<file path="src/hdl/kaq_pkg.sv">
// Shared types, constants and register codes for the key auto-repeat qualifier.
package kaq_pkg;

    // Field widths of the configuration registers.
    localparam int REPEAT_W  = 11;
    localparam int CONFIRM_W = 12;
    localparam int STEP_W    = 11;
    localparam int DELAY_W   = 12;
    localparam int EVENT_W   = 3;

    // Reset values of the configuration registers and of the hold counters.
    localparam int RST_REPEAT_DELAY  = 150;
    localparam int RST_CONFIRM_DELAY = 1200;
    localparam int RST_ACCEL_STEP    = 65;
    localparam int RESET_COUNT       = 150;

    // Defaults of the top-level parameters.
    localparam int DEF_MAX_ACCEL_LEVEL = 2;
    localparam int DEF_COUNTER_BITS    = 12;

    // Key slots, in the order the counters are kept.
    localparam int NUM_KEYS    = 6;
    localparam int KEY_CONFIRM = 0;
    localparam int KEY_DOWN    = 1;
    localparam int KEY_UP      = 2;
    localparam int KEY_CHANGE  = 3;
    localparam int KEY_LEFT    = 4;
    localparam int KEY_RIGHT   = 5;

    // Configuration bus geometry: three 32-bit registers at 0, 4 and 8.
    localparam int APB_ADDR_W = 4;
    localparam int APB_DATA_W = 32;

    typedef enum logic [1:0] {
        REG_REPEAT_DELAY  = 2'd0,
        REG_CONFIRM_DELAY = 2'd1,
        REG_ACCEL_STEP    = 2'd2
    } t_reg_idx;

    typedef enum logic [EVENT_W-1:0] {
        EV_NONE    = 3'd0,
        EV_DOWN    = 3'd1,
        EV_UP      = 3'd2,
        EV_CHANGE  = 3'd3,
        EV_LEFT    = 3'd4,
        EV_RIGHT   = 3'd5,
        EV_CONFIRM = 3'd6
    } t_key_event;

endpackage

</file>
<file path="src/hdl/kaq_key_cell.sv">
// Hold counter of one key: release preset, count while held, fire and reload.
module kaq_key_cell
    import kaq_pkg::*;
#(
    parameter int COUNTER_BITS = DEF_COUNTER_BITS
) (
    input  logic                    i_clk,
    input  logic                    i_rst_n,
    input  logic                    i_en,
    input  logic                    i_pressed,
    input  logic [DELAY_W-1:0]      i_delay,
    input  logic [COUNTER_BITS-1:0] i_reload,
    output logic                    o_fire
);

    localparam int WW      = (COUNTER_BITS > DELAY_W) ? COUNTER_BITS : DELAY_W;
    localparam int CNT_MAX = (1 << COUNTER_BITS) - 1;
    localparam logic [COUNTER_BITS-1:0] CNT_RST =
        (RESET_COUNT > CNT_MAX) ? COUNTER_BITS'(CNT_MAX) : COUNTER_BITS'(RESET_COUNT);

    logic [COUNTER_BITS-1:0] r_cnt;
    logic [COUNTER_BITS-1:0] n_cnt;
    logic [WW-1:0]           w_delay_ext;
    logic [COUNTER_BITS-1:0] w_delay;
    logic                    w_below;

    // A delay beyond the counter range acts as the counter maximum.
    assign w_delay_ext = WW'(i_delay);
    assign w_delay = (w_delay_ext > WW'(CNT_MAX)) ? COUNTER_BITS'(CNT_MAX)
                                                  : w_delay_ext[COUNTER_BITS-1:0];
    assign w_below = (r_cnt < w_delay);
    assign o_fire  = i_pressed && !w_below;

    // Next counter value for the current tick.
    always_comb begin
        if (!i_pressed) begin
            n_cnt = w_delay;
        end else if (w_below) begin
            n_cnt = COUNTER_BITS'(r_cnt + 1'b1);
        end else begin
            n_cnt = i_reload;
        end
    end

    always_ff @(posedge i_clk) begin
        if (!i_rst_n) begin
            r_cnt <= CNT_RST;
        end else if (i_en) begin
            r_cnt <= n_cnt;
        end
    end

endmodule

</file>
<file path="src/hdl/kaq_accel.sv">
// Acceleration level of one direction key and its saturated counter preload.
module kaq_accel
    import kaq_pkg::*;
#(
    parameter int MAX_ACCEL_LEVEL = DEF_MAX_ACCEL_LEVEL,
    parameter int COUNTER_BITS    = DEF_COUNTER_BITS
) (
    input  logic                    i_clk,
    input  logic                    i_rst_n,
    input  logic                    i_en,
    input  logic                    i_pressed,
    input  logic                    i_fire,
    input  logic [STEP_W-1:0]       i_step,
    output logic [COUNTER_BITS-1:0] o_preload
);

    localparam int LVL_W   = $clog2(MAX_ACCEL_LEVEL + 1);
    localparam int PW      = LVL_W + STEP_W;
    localparam int WW      = (PW > COUNTER_BITS) ? PW : COUNTER_BITS;
    localparam int CNT_MAX = (1 << COUNTER_BITS) - 1;

    logic [LVL_W-1:0] r_level;
    logic [LVL_W-1:0] n_level;
    logic [PW-1:0]    w_prod;
    logic [WW-1:0]    w_prod_ext;

    // Preload is level times step, saturated at the counter maximum.
    assign w_prod     = PW'(r_level) * PW'(i_step);
    assign w_prod_ext = WW'(w_prod);
    assign o_preload  = (w_prod_ext > WW'(CNT_MAX)) ? COUNTER_BITS'(CNT_MAX)
                                                   : w_prod_ext[COUNTER_BITS-1:0];

    // Release clears the level; each firing raises it up to the maximum.
    always_comb begin
        n_level = r_level;
        if (!i_pressed) begin
            n_level = '0;
        end else if (i_fire && (r_level < LVL_W'(MAX_ACCEL_LEVEL))) begin
            n_level = LVL_W'(r_level + 1'b1);
        end
    end

    always_ff @(posedge i_clk) begin
        if (!i_rst_n) begin
            r_level <= '0;
        end else if (i_en) begin
            r_level <= n_level;
        end
    end

endmodule

</file>
<file path="src/hdl/kaq_out_skid.sv">
// Result register with a skid stage so the input side keeps moving under a stall.
module kaq_out_skid
    import kaq_pkg::*;
#(
    parameter int WIDTH = EVENT_W
) (
    input  logic             i_clk,
    input  logic             i_rst_n,
    input  logic             i_valid,
    output logic             o_stall,
    input  logic [WIDTH-1:0] i_data,
    output logic             o_valid,
    input  logic             i_stall,
    output logic [WIDTH-1:0] o_data
);

    logic             r_out_valid;
    logic [WIDTH-1:0] r_out_data;
    logic             r_skid_valid;
    logic [WIDTH-1:0] r_skid_data;
    logic             w_in_fire;
    logic             w_out_fire;

    assign o_stall    = r_skid_valid;
    assign o_valid    = r_out_valid;
    assign o_data     = r_out_data;
    assign w_in_fire  = i_valid && !r_skid_valid;
    assign w_out_fire = r_out_valid && !i_stall;

    // Control: the skid only fills when the result register is held.
    always_ff @(posedge i_clk) begin
        if (!i_rst_n) begin
            r_out_valid  <= 1'b0;
            r_skid_valid <= 1'b0;
        end else if (r_skid_valid) begin
            if (w_out_fire) begin
                r_skid_valid <= 1'b0;
            end
        end else if (w_in_fire) begin
            if (r_out_valid && !w_out_fire) begin
                r_skid_valid <= 1'b1;
            end else begin
                r_out_valid <= 1'b1;
            end
        end else if (w_out_fire) begin
            r_out_valid <= 1'b0;
        end
    end

    // Payload moves with the control above.
    always_ff @(posedge i_clk) begin
        if (r_skid_valid) begin
            if (w_out_fire) begin
                r_out_data <= r_skid_data;
            end
        end else if (w_in_fire) begin
            if (r_out_valid && !w_out_fire) begin
                r_skid_data <= i_data;
            end else begin
                r_out_data <= i_data;
            end
        end
    end

endmodule

</file>
<file path="src/hdl/key_autorepeat_qualifier.sv">
// Top level of the key auto-repeat qualifier with direction-key acceleration.
// An accepted tick's key event is registered in the result register, or in the
// skid stage while an earlier event is still held by a stall downstream.
// One tick per cycle unless the input stalls; the counters step on accepted ticks.
// A two-deep result buffer keeps ticks flowing while one result waits downstream.
// Reset is synchronous and active low: counters preset to 150, levels to zero,
// registers to 150, 1200 and 65, and the result buffer empties.
module key_autorepeat_qualifier
    import kaq_pkg::*;
#(
    parameter int MAX_ACCEL_LEVEL = DEF_MAX_ACCEL_LEVEL,
    parameter int COUNTER_BITS    = DEF_COUNTER_BITS
) (
    input  logic                  i_clk,
    input  logic                  i_rst_n,
    // Configuration port.
    input  logic                  psel,
    input  logic                  penable,
    input  logic                  pwrite,
    input  logic [APB_ADDR_W-1:0] paddr,
    input  logic [APB_DATA_W-1:0] pwdata,
    output logic [APB_DATA_W-1:0] prdata,
    output logic                  pready,
    // Tick channel.
    input  logic                  i_in_valid,
    output logic                  o_in_stall,
    input  logic                  i_confirm_pressed,
    input  logic                  i_down_pressed,
    input  logic                  i_up_pressed,
    input  logic                  i_change_pressed,
    input  logic                  i_left_pressed,
    input  logic                  i_right_pressed,
    // Event channel.
    output logic                  o_out_valid,
    input  logic                  i_out_stall,
    output logic [EVENT_W-1:0]    o_key_event
);

    logic [REPEAT_W-1:0]  r_repeat_delay;
    logic [CONFIRM_W-1:0] r_confirm_delay;
    logic [STEP_W-1:0]    r_accel_step;
    logic                 w_cfg_wr;
    t_reg_idx             w_reg_idx;
    logic                 w_accept;
    logic [NUM_KEYS-1:0]  w_pressed;
    logic [NUM_KEYS-1:0]  w_fire;
    logic [DELAY_W-1:0]   w_delay [NUM_KEYS];
    logic [COUNTER_BITS-1:0] w_reload [NUM_KEYS];
    t_key_event           w_event;

    // Configuration registers.
    assign pready    = 1'b1;
    assign w_cfg_wr  = psel && penable && pwrite && pready;
    assign w_reg_idx = t_reg_idx'(paddr[3:2]);

    always_ff @(posedge i_clk) begin
        if (!i_rst_n) begin
            r_repeat_delay  <= REPEAT_W'(RST_REPEAT_DELAY);
            r_confirm_delay <= CONFIRM_W'(RST_CONFIRM_DELAY);
            r_accel_step    <= STEP_W'(RST_ACCEL_STEP);
        end else if (w_cfg_wr) begin
            case (w_reg_idx)
                REG_REPEAT_DELAY:  r_repeat_delay  <= pwdata[REPEAT_W-1:0];
                REG_CONFIRM_DELAY: r_confirm_delay <= pwdata[CONFIRM_W-1:0];
                REG_ACCEL_STEP:    r_accel_step    <= pwdata[STEP_W-1:0];
                default: ;
            endcase
        end
    end

    // Register read-back.
    always_comb begin
        case (w_reg_idx)
            REG_REPEAT_DELAY:  prdata = APB_DATA_W'(r_repeat_delay);
            REG_CONFIRM_DELAY: prdata = APB_DATA_W'(r_confirm_delay);
            REG_ACCEL_STEP:    prdata = APB_DATA_W'(r_accel_step);
            default:           prdata = '0;
        endcase
    end

    // A tick is taken whenever the result buffer has room.
    assign w_accept = i_in_valid && !o_in_stall;

    assign w_pressed[KEY_CONFIRM] = i_confirm_pressed;
    assign w_pressed[KEY_DOWN]    = i_down_pressed;
    assign w_pressed[KEY_UP]      = i_up_pressed;
    assign w_pressed[KEY_CHANGE]  = i_change_pressed;
    assign w_pressed[KEY_LEFT]    = i_left_pressed;
    assign w_pressed[KEY_RIGHT]   = i_right_pressed;

    // Delays and reload values per key.
    assign w_delay[KEY_CONFIRM]  = r_confirm_delay;
    assign w_delay[KEY_DOWN]     = DELAY_W'(r_repeat_delay);
    assign w_delay[KEY_UP]       = DELAY_W'(r_repeat_delay);
    assign w_delay[KEY_CHANGE]   = DELAY_W'(r_repeat_delay);
    assign w_delay[KEY_LEFT]     = DELAY_W'(r_repeat_delay);
    assign w_delay[KEY_RIGHT]    = DELAY_W'(r_repeat_delay);
    assign w_reload[KEY_CONFIRM] = '0;
    assign w_reload[KEY_DOWN]    = '0;
    assign w_reload[KEY_UP]      = '0;
    assign w_reload[KEY_CHANGE]  = '0;

    // One hold counter per key.
    for (genvar g = 0; g < NUM_KEYS; g++) begin : g_key
        kaq_key_cell #(
            .COUNTER_BITS (COUNTER_BITS)
        ) u_cell (
            .i_clk     (i_clk),
            .i_rst_n   (i_rst_n),
            .i_en      (w_accept),
            .i_pressed (w_pressed[g]),
            .i_delay   (w_delay[g]),
            .i_reload  (w_reload[g]),
            .o_fire    (w_fire[g])
        );
    end

    // Acceleration for the left and right keys.
    kaq_accel #(
        .MAX_ACCEL_LEVEL (MAX_ACCEL_LEVEL),
        .COUNTER_BITS    (COUNTER_BITS)
    ) u_accel_left (
        .i_clk     (i_clk),
        .i_rst_n   (i_rst_n),
        .i_en      (w_accept),
        .i_pressed (w_pressed[KEY_LEFT]),
        .i_fire    (w_fire[KEY_LEFT]),
        .i_step    (r_accel_step),
        .o_preload (w_reload[KEY_LEFT])
    );

    kaq_accel #(
        .MAX_ACCEL_LEVEL (MAX_ACCEL_LEVEL),
        .COUNTER_BITS    (COUNTER_BITS)
    ) u_accel_right (
        .i_clk     (i_clk),
        .i_rst_n   (i_rst_n),
        .i_en      (w_accept),
        .i_pressed (w_pressed[KEY_RIGHT]),
        .i_fire    (w_fire[KEY_RIGHT]),
        .i_step    (r_accel_step),
        .o_preload (w_reload[KEY_RIGHT])
    );

    // Fixed priority: right, left, change, up, down, confirm.
    always_comb begin
        if (w_fire[KEY_RIGHT]) begin
            w_event = EV_RIGHT;
        end else if (w_fire[KEY_LEFT]) begin
            w_event = EV_LEFT;
        end else if (w_fire[KEY_CHANGE]) begin
            w_event = EV_CHANGE;
        end else if (w_fire[KEY_UP]) begin
            w_event = EV_UP;
        end else if (w_fire[KEY_DOWN]) begin
            w_event = EV_DOWN;
        end else if (w_fire[KEY_CONFIRM]) begin
            w_event = EV_CONFIRM;
        end else begin
            w_event = EV_NONE;
        end
    end

    // Result register and skid stage.
    kaq_out_skid #(
        .WIDTH (EVENT_W)
    ) u_out (
        .i_clk   (i_clk),
        .i_rst_n (i_rst_n),
        .i_valid (i_in_valid),
        .o_stall (o_in_stall),
        .i_data  (w_event),
        .o_valid (o_out_valid),
        .i_stall (i_out_stall),
        .o_data  (o_key_event)
    );

endmodule

</file>
<file path="config.mk">
export PLATFORM = sky130hd
export DESIGN_NAME = key_autorepeat_qualifier
export DESIGN_NICKNAME = d
export VERILOG_FILES = /design/src/hdl/kaq_pkg.sv /design/src/hdl/kaq_key_cell.sv /design/src/hdl/kaq_accel.sv /design/src/hdl/kaq_out_skid.sv /design/src/hdl/key_autorepeat_qualifier.sv
export SDC_FILE = /design/constraint.sdc
export NUM_CORES = 1
export LEC_CHECK = 0
export ABC_AREA = 1
export BUFFER_PORTS_ARGS = -buffer_cell sky130_fd_sc_hd__buf_4
export CORE_ASPECT_RATIO = 0.75
export CORE_UTILIZATION = 55
export CTS_BUF_LIST = sky130_fd_sc_hd__clkbuf_8
export DETAILED_ROUTE_END_ITERATION = 12
export GPL_TIMING_DRIVEN = 1
export PLACE_DENSITY = 0.74
export SYNTH_ARGS = -nofsm -noshare
export SYNTH_HDL_FRONTEND = slang
export SYNTH_HIERARCHICAL = 1
export SYNTH_SLANG_ARGS = --single-unit
</file>
<file path="constraint.sdc">
create_clock -name i_clk -period 3.05 [get_ports i_clk]
set_input_delay 0.1525 -clock i_clk [delete_from_list [all_inputs] [get_ports i_clk]]
set_output_delay 0.1525 -clock i_clk [all_outputs]
set_load 0.05 [all_outputs]
</file>
### Word-level counts from Yosys, hierarchy flattened

Cells that the tools add are included.
W data, S select, Z words.

* add/subtract/negate cells: 8
* multipliers: 2
* magnitude comparators: 12
* equality and inequality tests: 7
* mux-type cells: 38
* bitwise logic cells: 1
* reduce and logical (&&, ||, !) cells: 33

Operators with widths (number)
* $mux W12: 16
* $add A12 B1 Y12 const B: 6
* $lt A12 B12 Y1: 6
* $pmux W12 S3: 1
* $mux W3: 10
* $gt A13 B12 Y1 const B: 2
* $mul A2 B11 Y13: 2
* $logic_and A1 B1 Y1: 13
* $gt A11 B12 Y1 const B: 1
* $gt A12 B12 Y1 const B: 1
* $reduce_and A2 Y1: 5
* $logic_not A1 Y1: 9
* $reduce_and A3 Y1: 3
* $mux W2: 4
* $mux W1: 7
* $ne A2 B1 Y1 const B: 3
* $add A2 B1 Y2 const B: 2
* $lt A2 B2 Y1 const B: 2
* $ne A2 B2 Y1 const B: 2
* $reduce_bool A2 Y1: 2
* $eq A2 B1 Y1 const B: 1
* $eq A2 B2 Y1 const B: 1
* $logic_not A2 Y1: 1
* $not A1 Y1: 1

* bits in registers: 118
* input port bits: 49

### Logic depth before layout (Yosys ltp)

* depth after elaboration: 14
* mapped depth: 19

### Hierarchy

The synthesis kept the hierarchy.

By module, submodules not included
* kaq_key_cell: times used 6, cells each 220, area each 1332.5 um^2, seq. area each 240.2 um^2
* kaq_accel: times used 2, cells each 189, area each 947.2 um^2, seq. area each 40.0 um^2
* key_autorepeat_qualifier: times used 1, cells each 285, area each 1824.2 um^2, seq. area each 680.7 um^2
* kaq_out_skid: times used 1, cells each 35, area each 327.8 um^2, seq. area each 220.2 um^2

### Worst setup path before layout

Ideal clock, no wire load.

* path type: register to register
* start point: register r_repeat_delay[9]
* end point: register u_out.r_out_data[2] (netlist: u_out/o_data[2]) (data pin)
* library setup time: 254 ps
* arrival: 2096 ps
* required time: 2796 ps
* setup slack: 700 ps
* cell stages (with the launch flop): 14
* path buffers: 1
* path through: dfxtp_1 > inv_1 > ha_1 > nand2_1 > nor2_2 > nand2_1 > nand3_1 > nor2_4 > buf_6 > a21oi_1 > or2_2 > a31o_2 > nand2_1 > nand2_1

* elaborated cells on any way between the ends: 25
* classes of those cells: order compare (6); mux (9); reduce/logical (10)

RTL lines
* start: declaration: line key_autorepeat_qualifier.sv:39 `logic [REPEAT_W-1:0] r_repeat_delay;`
* start signal: assignment: line key_autorepeat_qualifier.sv:58 `r_repeat_delay <= REPEAT_W'(RST_REPEAT_DELAY);`
* start signal: assignment: line key_autorepeat_qualifier.sv:63 `REG_REPEAT_DELAY: r_repeat_delay <= pwdata[REPEAT_W-1:0];`
* $gt A11 B12 Y1: line kaq_key_cell.sv:29 `assign w_delay = (w_delay_ext > WW'(CNT_MAX)) ? COUNTER_BITS'(CNT_MAX)`
* $mux W12 (*): line kaq_key_cell.sv:29
* $lt A12 B12 Y1 (*): line kaq_key_cell.sv:31 `assign w_below = (r_cnt < w_delay);`
* $logic_not A1 Y1 (*): line kaq_key_cell.sv:32 `assign o_fire = i_pressed && !w_below;`
* $logic_and A1 B1 Y1 (*): line kaq_key_cell.sv:32
* named net w_fire[4]: line key_autorepeat_qualifier.sv:46 `logic [NUM_KEYS-1:0] w_fire;`
* $mux W3 (*): line key_autorepeat_qualifier.sv:149 `end else if (w_fire[KEY_LEFT]) begin`
* $mux W3 (*): line key_autorepeat_qualifier.sv:147 `if (w_fire[KEY_RIGHT]) begin`
* named net w_event[2]: line key_autorepeat_qualifier.sv:49 `t_key_event w_event;`
* $mux W3 (*): line kaq_out_skid.sv:57 `if (r_out_valid && !w_out_fire) begin`
* $mux W3 (*): line kaq_out_skid.sv:56 `end else if (w_in_fire) begin`
* $mux W3 (*): line kaq_out_skid.sv:52 `if (r_skid_valid) begin`
* end signal: assignment: line kaq_out_skid.sv:54 `r_out_data <= r_skid_data;`
* end signal: assignment: line kaq_out_skid.sv:60 `r_out_data <= i_data;`
* end: declaration: line kaq_out_skid.sv:18 `logic [WIDTH-1:0] r_out_data;`

The timed path passes the listed nets; every way through them passes the cells marked *. The select of a mux whose other input is x is not followed.
A chain may end at the register's enable or synchronous reset.

==> metrics <==
ys async rst share=0; core area=0.0213 mm²; Pwr Density=roughly 400 mW/mm²; Peak VDD IR=roughly 220 µV; HP Class=in2reg; crit path cell chain=nand2_1, inv_1, ha_1, nand2_2, inv_1, a21oi_4, nor2_2, nor2_2, o21ai_0, inv_1, nand2_1, nand3_1, a21oi_2; initial antenna violation count=0; Die Area=0.0225 mm²; clock period minus worst slack=2.63 ns; post-route ant nets=0; DR iter-0 viols=about 1.2k; Avg Cell Area, Syn=a little under 6 µm²; Congestion Overflow GR=0; Tightest Pin Transition=0.858 ns; final hold violations=0; FP Rows=46; pre-CTS setup slack=0.473 ns; final worst slack=0.425 ns; number of synthesized flops with an enable pin=6; leading area contributor after synthesis=nand2_1; dpl hpwl=23.7 mm; critical path peak fanout=14; fmax=0.381 GHz; Final Wtd Congestion=0.923; WL final=32.6 mm; end of the worst register-to-register path=g_key[5].u_cell/r_cnt[3]; Via Count=12.5k; cell depth of the worst setup path=13; FILL cells=2088; Worst Path Buf+Inv=3; vias per cell=~5.2; H-tree lvl count=4; YS warnings=6; cell count after synthesis=2018; synth top area cells=nand2_1 19%, dfxtp_1 19%, inv_1 11%; GRT Total Usage=0.295; max_cap viols=0; CTS tree=done; Final Slew Violations=0; clock tree sinks=roughly 120; worst r2r src=u_accel_right/r_level[1]; clk_lat worst skew=0.47 ns; ys flop type=dfxtp_1; share of layout cells above drive strength 1=0.118; routed len/inst=between 10 and 15 µm; largest net degree at the start of global routing=77; Hold Path Depth=5; Setup TNS=0 ns; Critical Path Sink Type=flop; CTS root buf=clkbuf_8; first-pass GRT wire length=54.2 mm; Inserted Clock Buffers=17; crit path launch=u_accel_right/r_level[1]; cell mode on critical path=inv_1; setup violators final=0; end of the critical path=g_key[5].u_cell/r_cnt[3]; post-synth top area share=0.189; Slowest Stage Delay on Critical Path=~0.65 ns; synthesized area=0.0120 mm²; Post-CTS Setup Bufs=0; Lkg Pwr=~7.1 nW; Port-buffer cells=43; status=complete, no violations; critical path startpoint category=flop; Initial Utilization=0.565; Worst Setup Path Type=reg2reg; reg2reg path depth=13; post-route clock period utilization=0.861; Final #Nets=2256; io pins=87; post-cts sizing count=0; register bit count reported by yosys=118; Rel. slew slack=0.428; clk slew on worst S/H paths=0.08 ns; synth-to-layout area growth=9.47%; Die H=~130 µm; synth unique cells=31; Initial DRT Pass Iterations=5; # diodes=0; WP data required=3.40 ns; Remaining DRCs=0; vias in the first global route=11.1k; Clock Skews=0.0137 ns; RSZ-0062 raised after global routing=no; reg-to-reg slack, setup=between 0.4 and 0.5 ns; Die W=173 µm; Clock Path Buffers=2; CP arrival=2.97 ns; post-synthesis sequential area ratio=0.201; Top delay family on crit path=simple AND/OR/NAND/NOR gates; slowest stage cell, crit path=dfxtp_1
-- repair_timing --
item,CTS,global route
hold buffers,9,0
setup endpoints to repair,0,0
hold endpoints to repair,11,0
-- flip-flops by register name, indices dropped and copies added (netlist names) --
register               flops
u_out/o_data               3
u_out/r_skid_data          3
r_accel_step              11
u_out/o_stall              1
g_key.u_cell/r_cnt        72
u_out/o_valid              1
r_confirm_delay           12
u_accel_left/r_level       2
r_repeat_delay            11
u_accel_right/r_level      2
-- layout make-up --
class | instances | area [µm²] | area share
Inverter | 367 | 1380 | 0.105
Clock inverter | 15 | 170 | 0.0129
Multi-Input combinational cell | 1521 | 7930 | 0.602
Tap cell | 288 | 360 | 0.0273
Sequential cell | 118 | 2420 | 0.184
Clock buffer | 17 | 234 | 0.0178
Timing Repair Buffer | 88 | 683 | 0.0518
-- worst min-delay path by stage --
stage                           from                        end
detailed placement         pwdata[0]            r_accel_step[0]
finish                    i_in_valid              u_out/o_valid
floorplan                    i_rst_n              u_out/o_valid
global route        i_change_pressed  g_key[3].u_cell/r_cnt[11]
global placement          pwdata[10]        r_confirm_delay[10]
CTS                       i_in_valid              u_out/o_valid
-- logic make-up (layout without fill, tap and decap cells) --
kind of cell,Yosys count,in the layout,share of synthesized area
compound gates,230,230,0.108
xor+xnor,30,30,0.0218
fa+ha+maj,94,94,0.0989
buf+inv,456,487,0.165
flops,118,118,0.201
other cells,2,79,0.000624
simple gates,1088,1088,0.405
-- metrics by stage --
stage | utilization | cells | hold slack (ns) | power, mW | cell area (µm²)
finish | 0.619 | 2414 | 0.0263 | 5.18 | 13200
CTS | 0.619 | 2414 | 0.00724 | 5.18 | 13200
detailed placement | 0.596 | 2373 | 0.381 | 3.66 | 12700
floorplan | - | 2095 | 0.250 | 3.33 | 12300
global placement | 0.596 | 2373 | 0.382 | 3.60 | 12700
global route | 0.619 | 2414 | 0.0322 | 5.52 | 13200
-- cell usage in the layout (no fill, tap or decap), drive strengths merged --
cell type	instances
a21boi	2
a21oi	172
a31o	1
buf	79
bufinv	2
clkbuf	17
clkinv	5
clkinvlp	2
conb	79
dfxtp	112
dlygate4sd3	9
edfxtp	6
fa	2
ha	92
inv	373
nand2	636
nand3	269
nand3b	4
nand4	32
nor2	146
o21ai	54
o21bai	1
or2	1
xnor2	10
xor2	20
-- cells in the mapped netlist, drive strengths merged (2+ instances only) --
| cell | count |
|---|---|
| a21boi | 2 |
| a21oi | 172 |
| buf | 59 |
| clkbuf | 30 |
| conb | 2 |
| dfxtp | 112 |
| edfxtp | 6 |
| fa | 2 |
| ha | 92 |
| inv | 367 |
| nand2 | 636 |
| nand3 | 269 |
| nand3b | 4 |
| nand4 | 32 |
| nor2 | 146 |
| o21ai | 54 |
| xnor2 | 10 |
| xor2 | 20 |
-- report_power, final --
group / internal, mW / leakage, nW / total, mW / switching (mW)
registers: 1.68 / 0.979 / 1.86 / 0.181
clock network: 0.746 / 0.201 / 1.52 / 0.769
logic: 0.640 / 5.96 / 1.80 / 1.16
total: 3.06 / 7.15 / 5.18 / 2.11
-- layer usage --
metal,vias to the layer above,GRT usage,share of wire
met2,404,0.469,0.43
met5,-,0,0
met1,5641,0.417,0.49
met3,44,0.0399,0.070
li1,6422,-,-
met4,0,0.0875,0.016
-- tightest hold or removal path: cells and delay by family --
kind	cells	cell delay, ns
buffers and inverters	2	0.14
and+or+nand+nor	3	0.16
(Power assumes the default switching activity.)
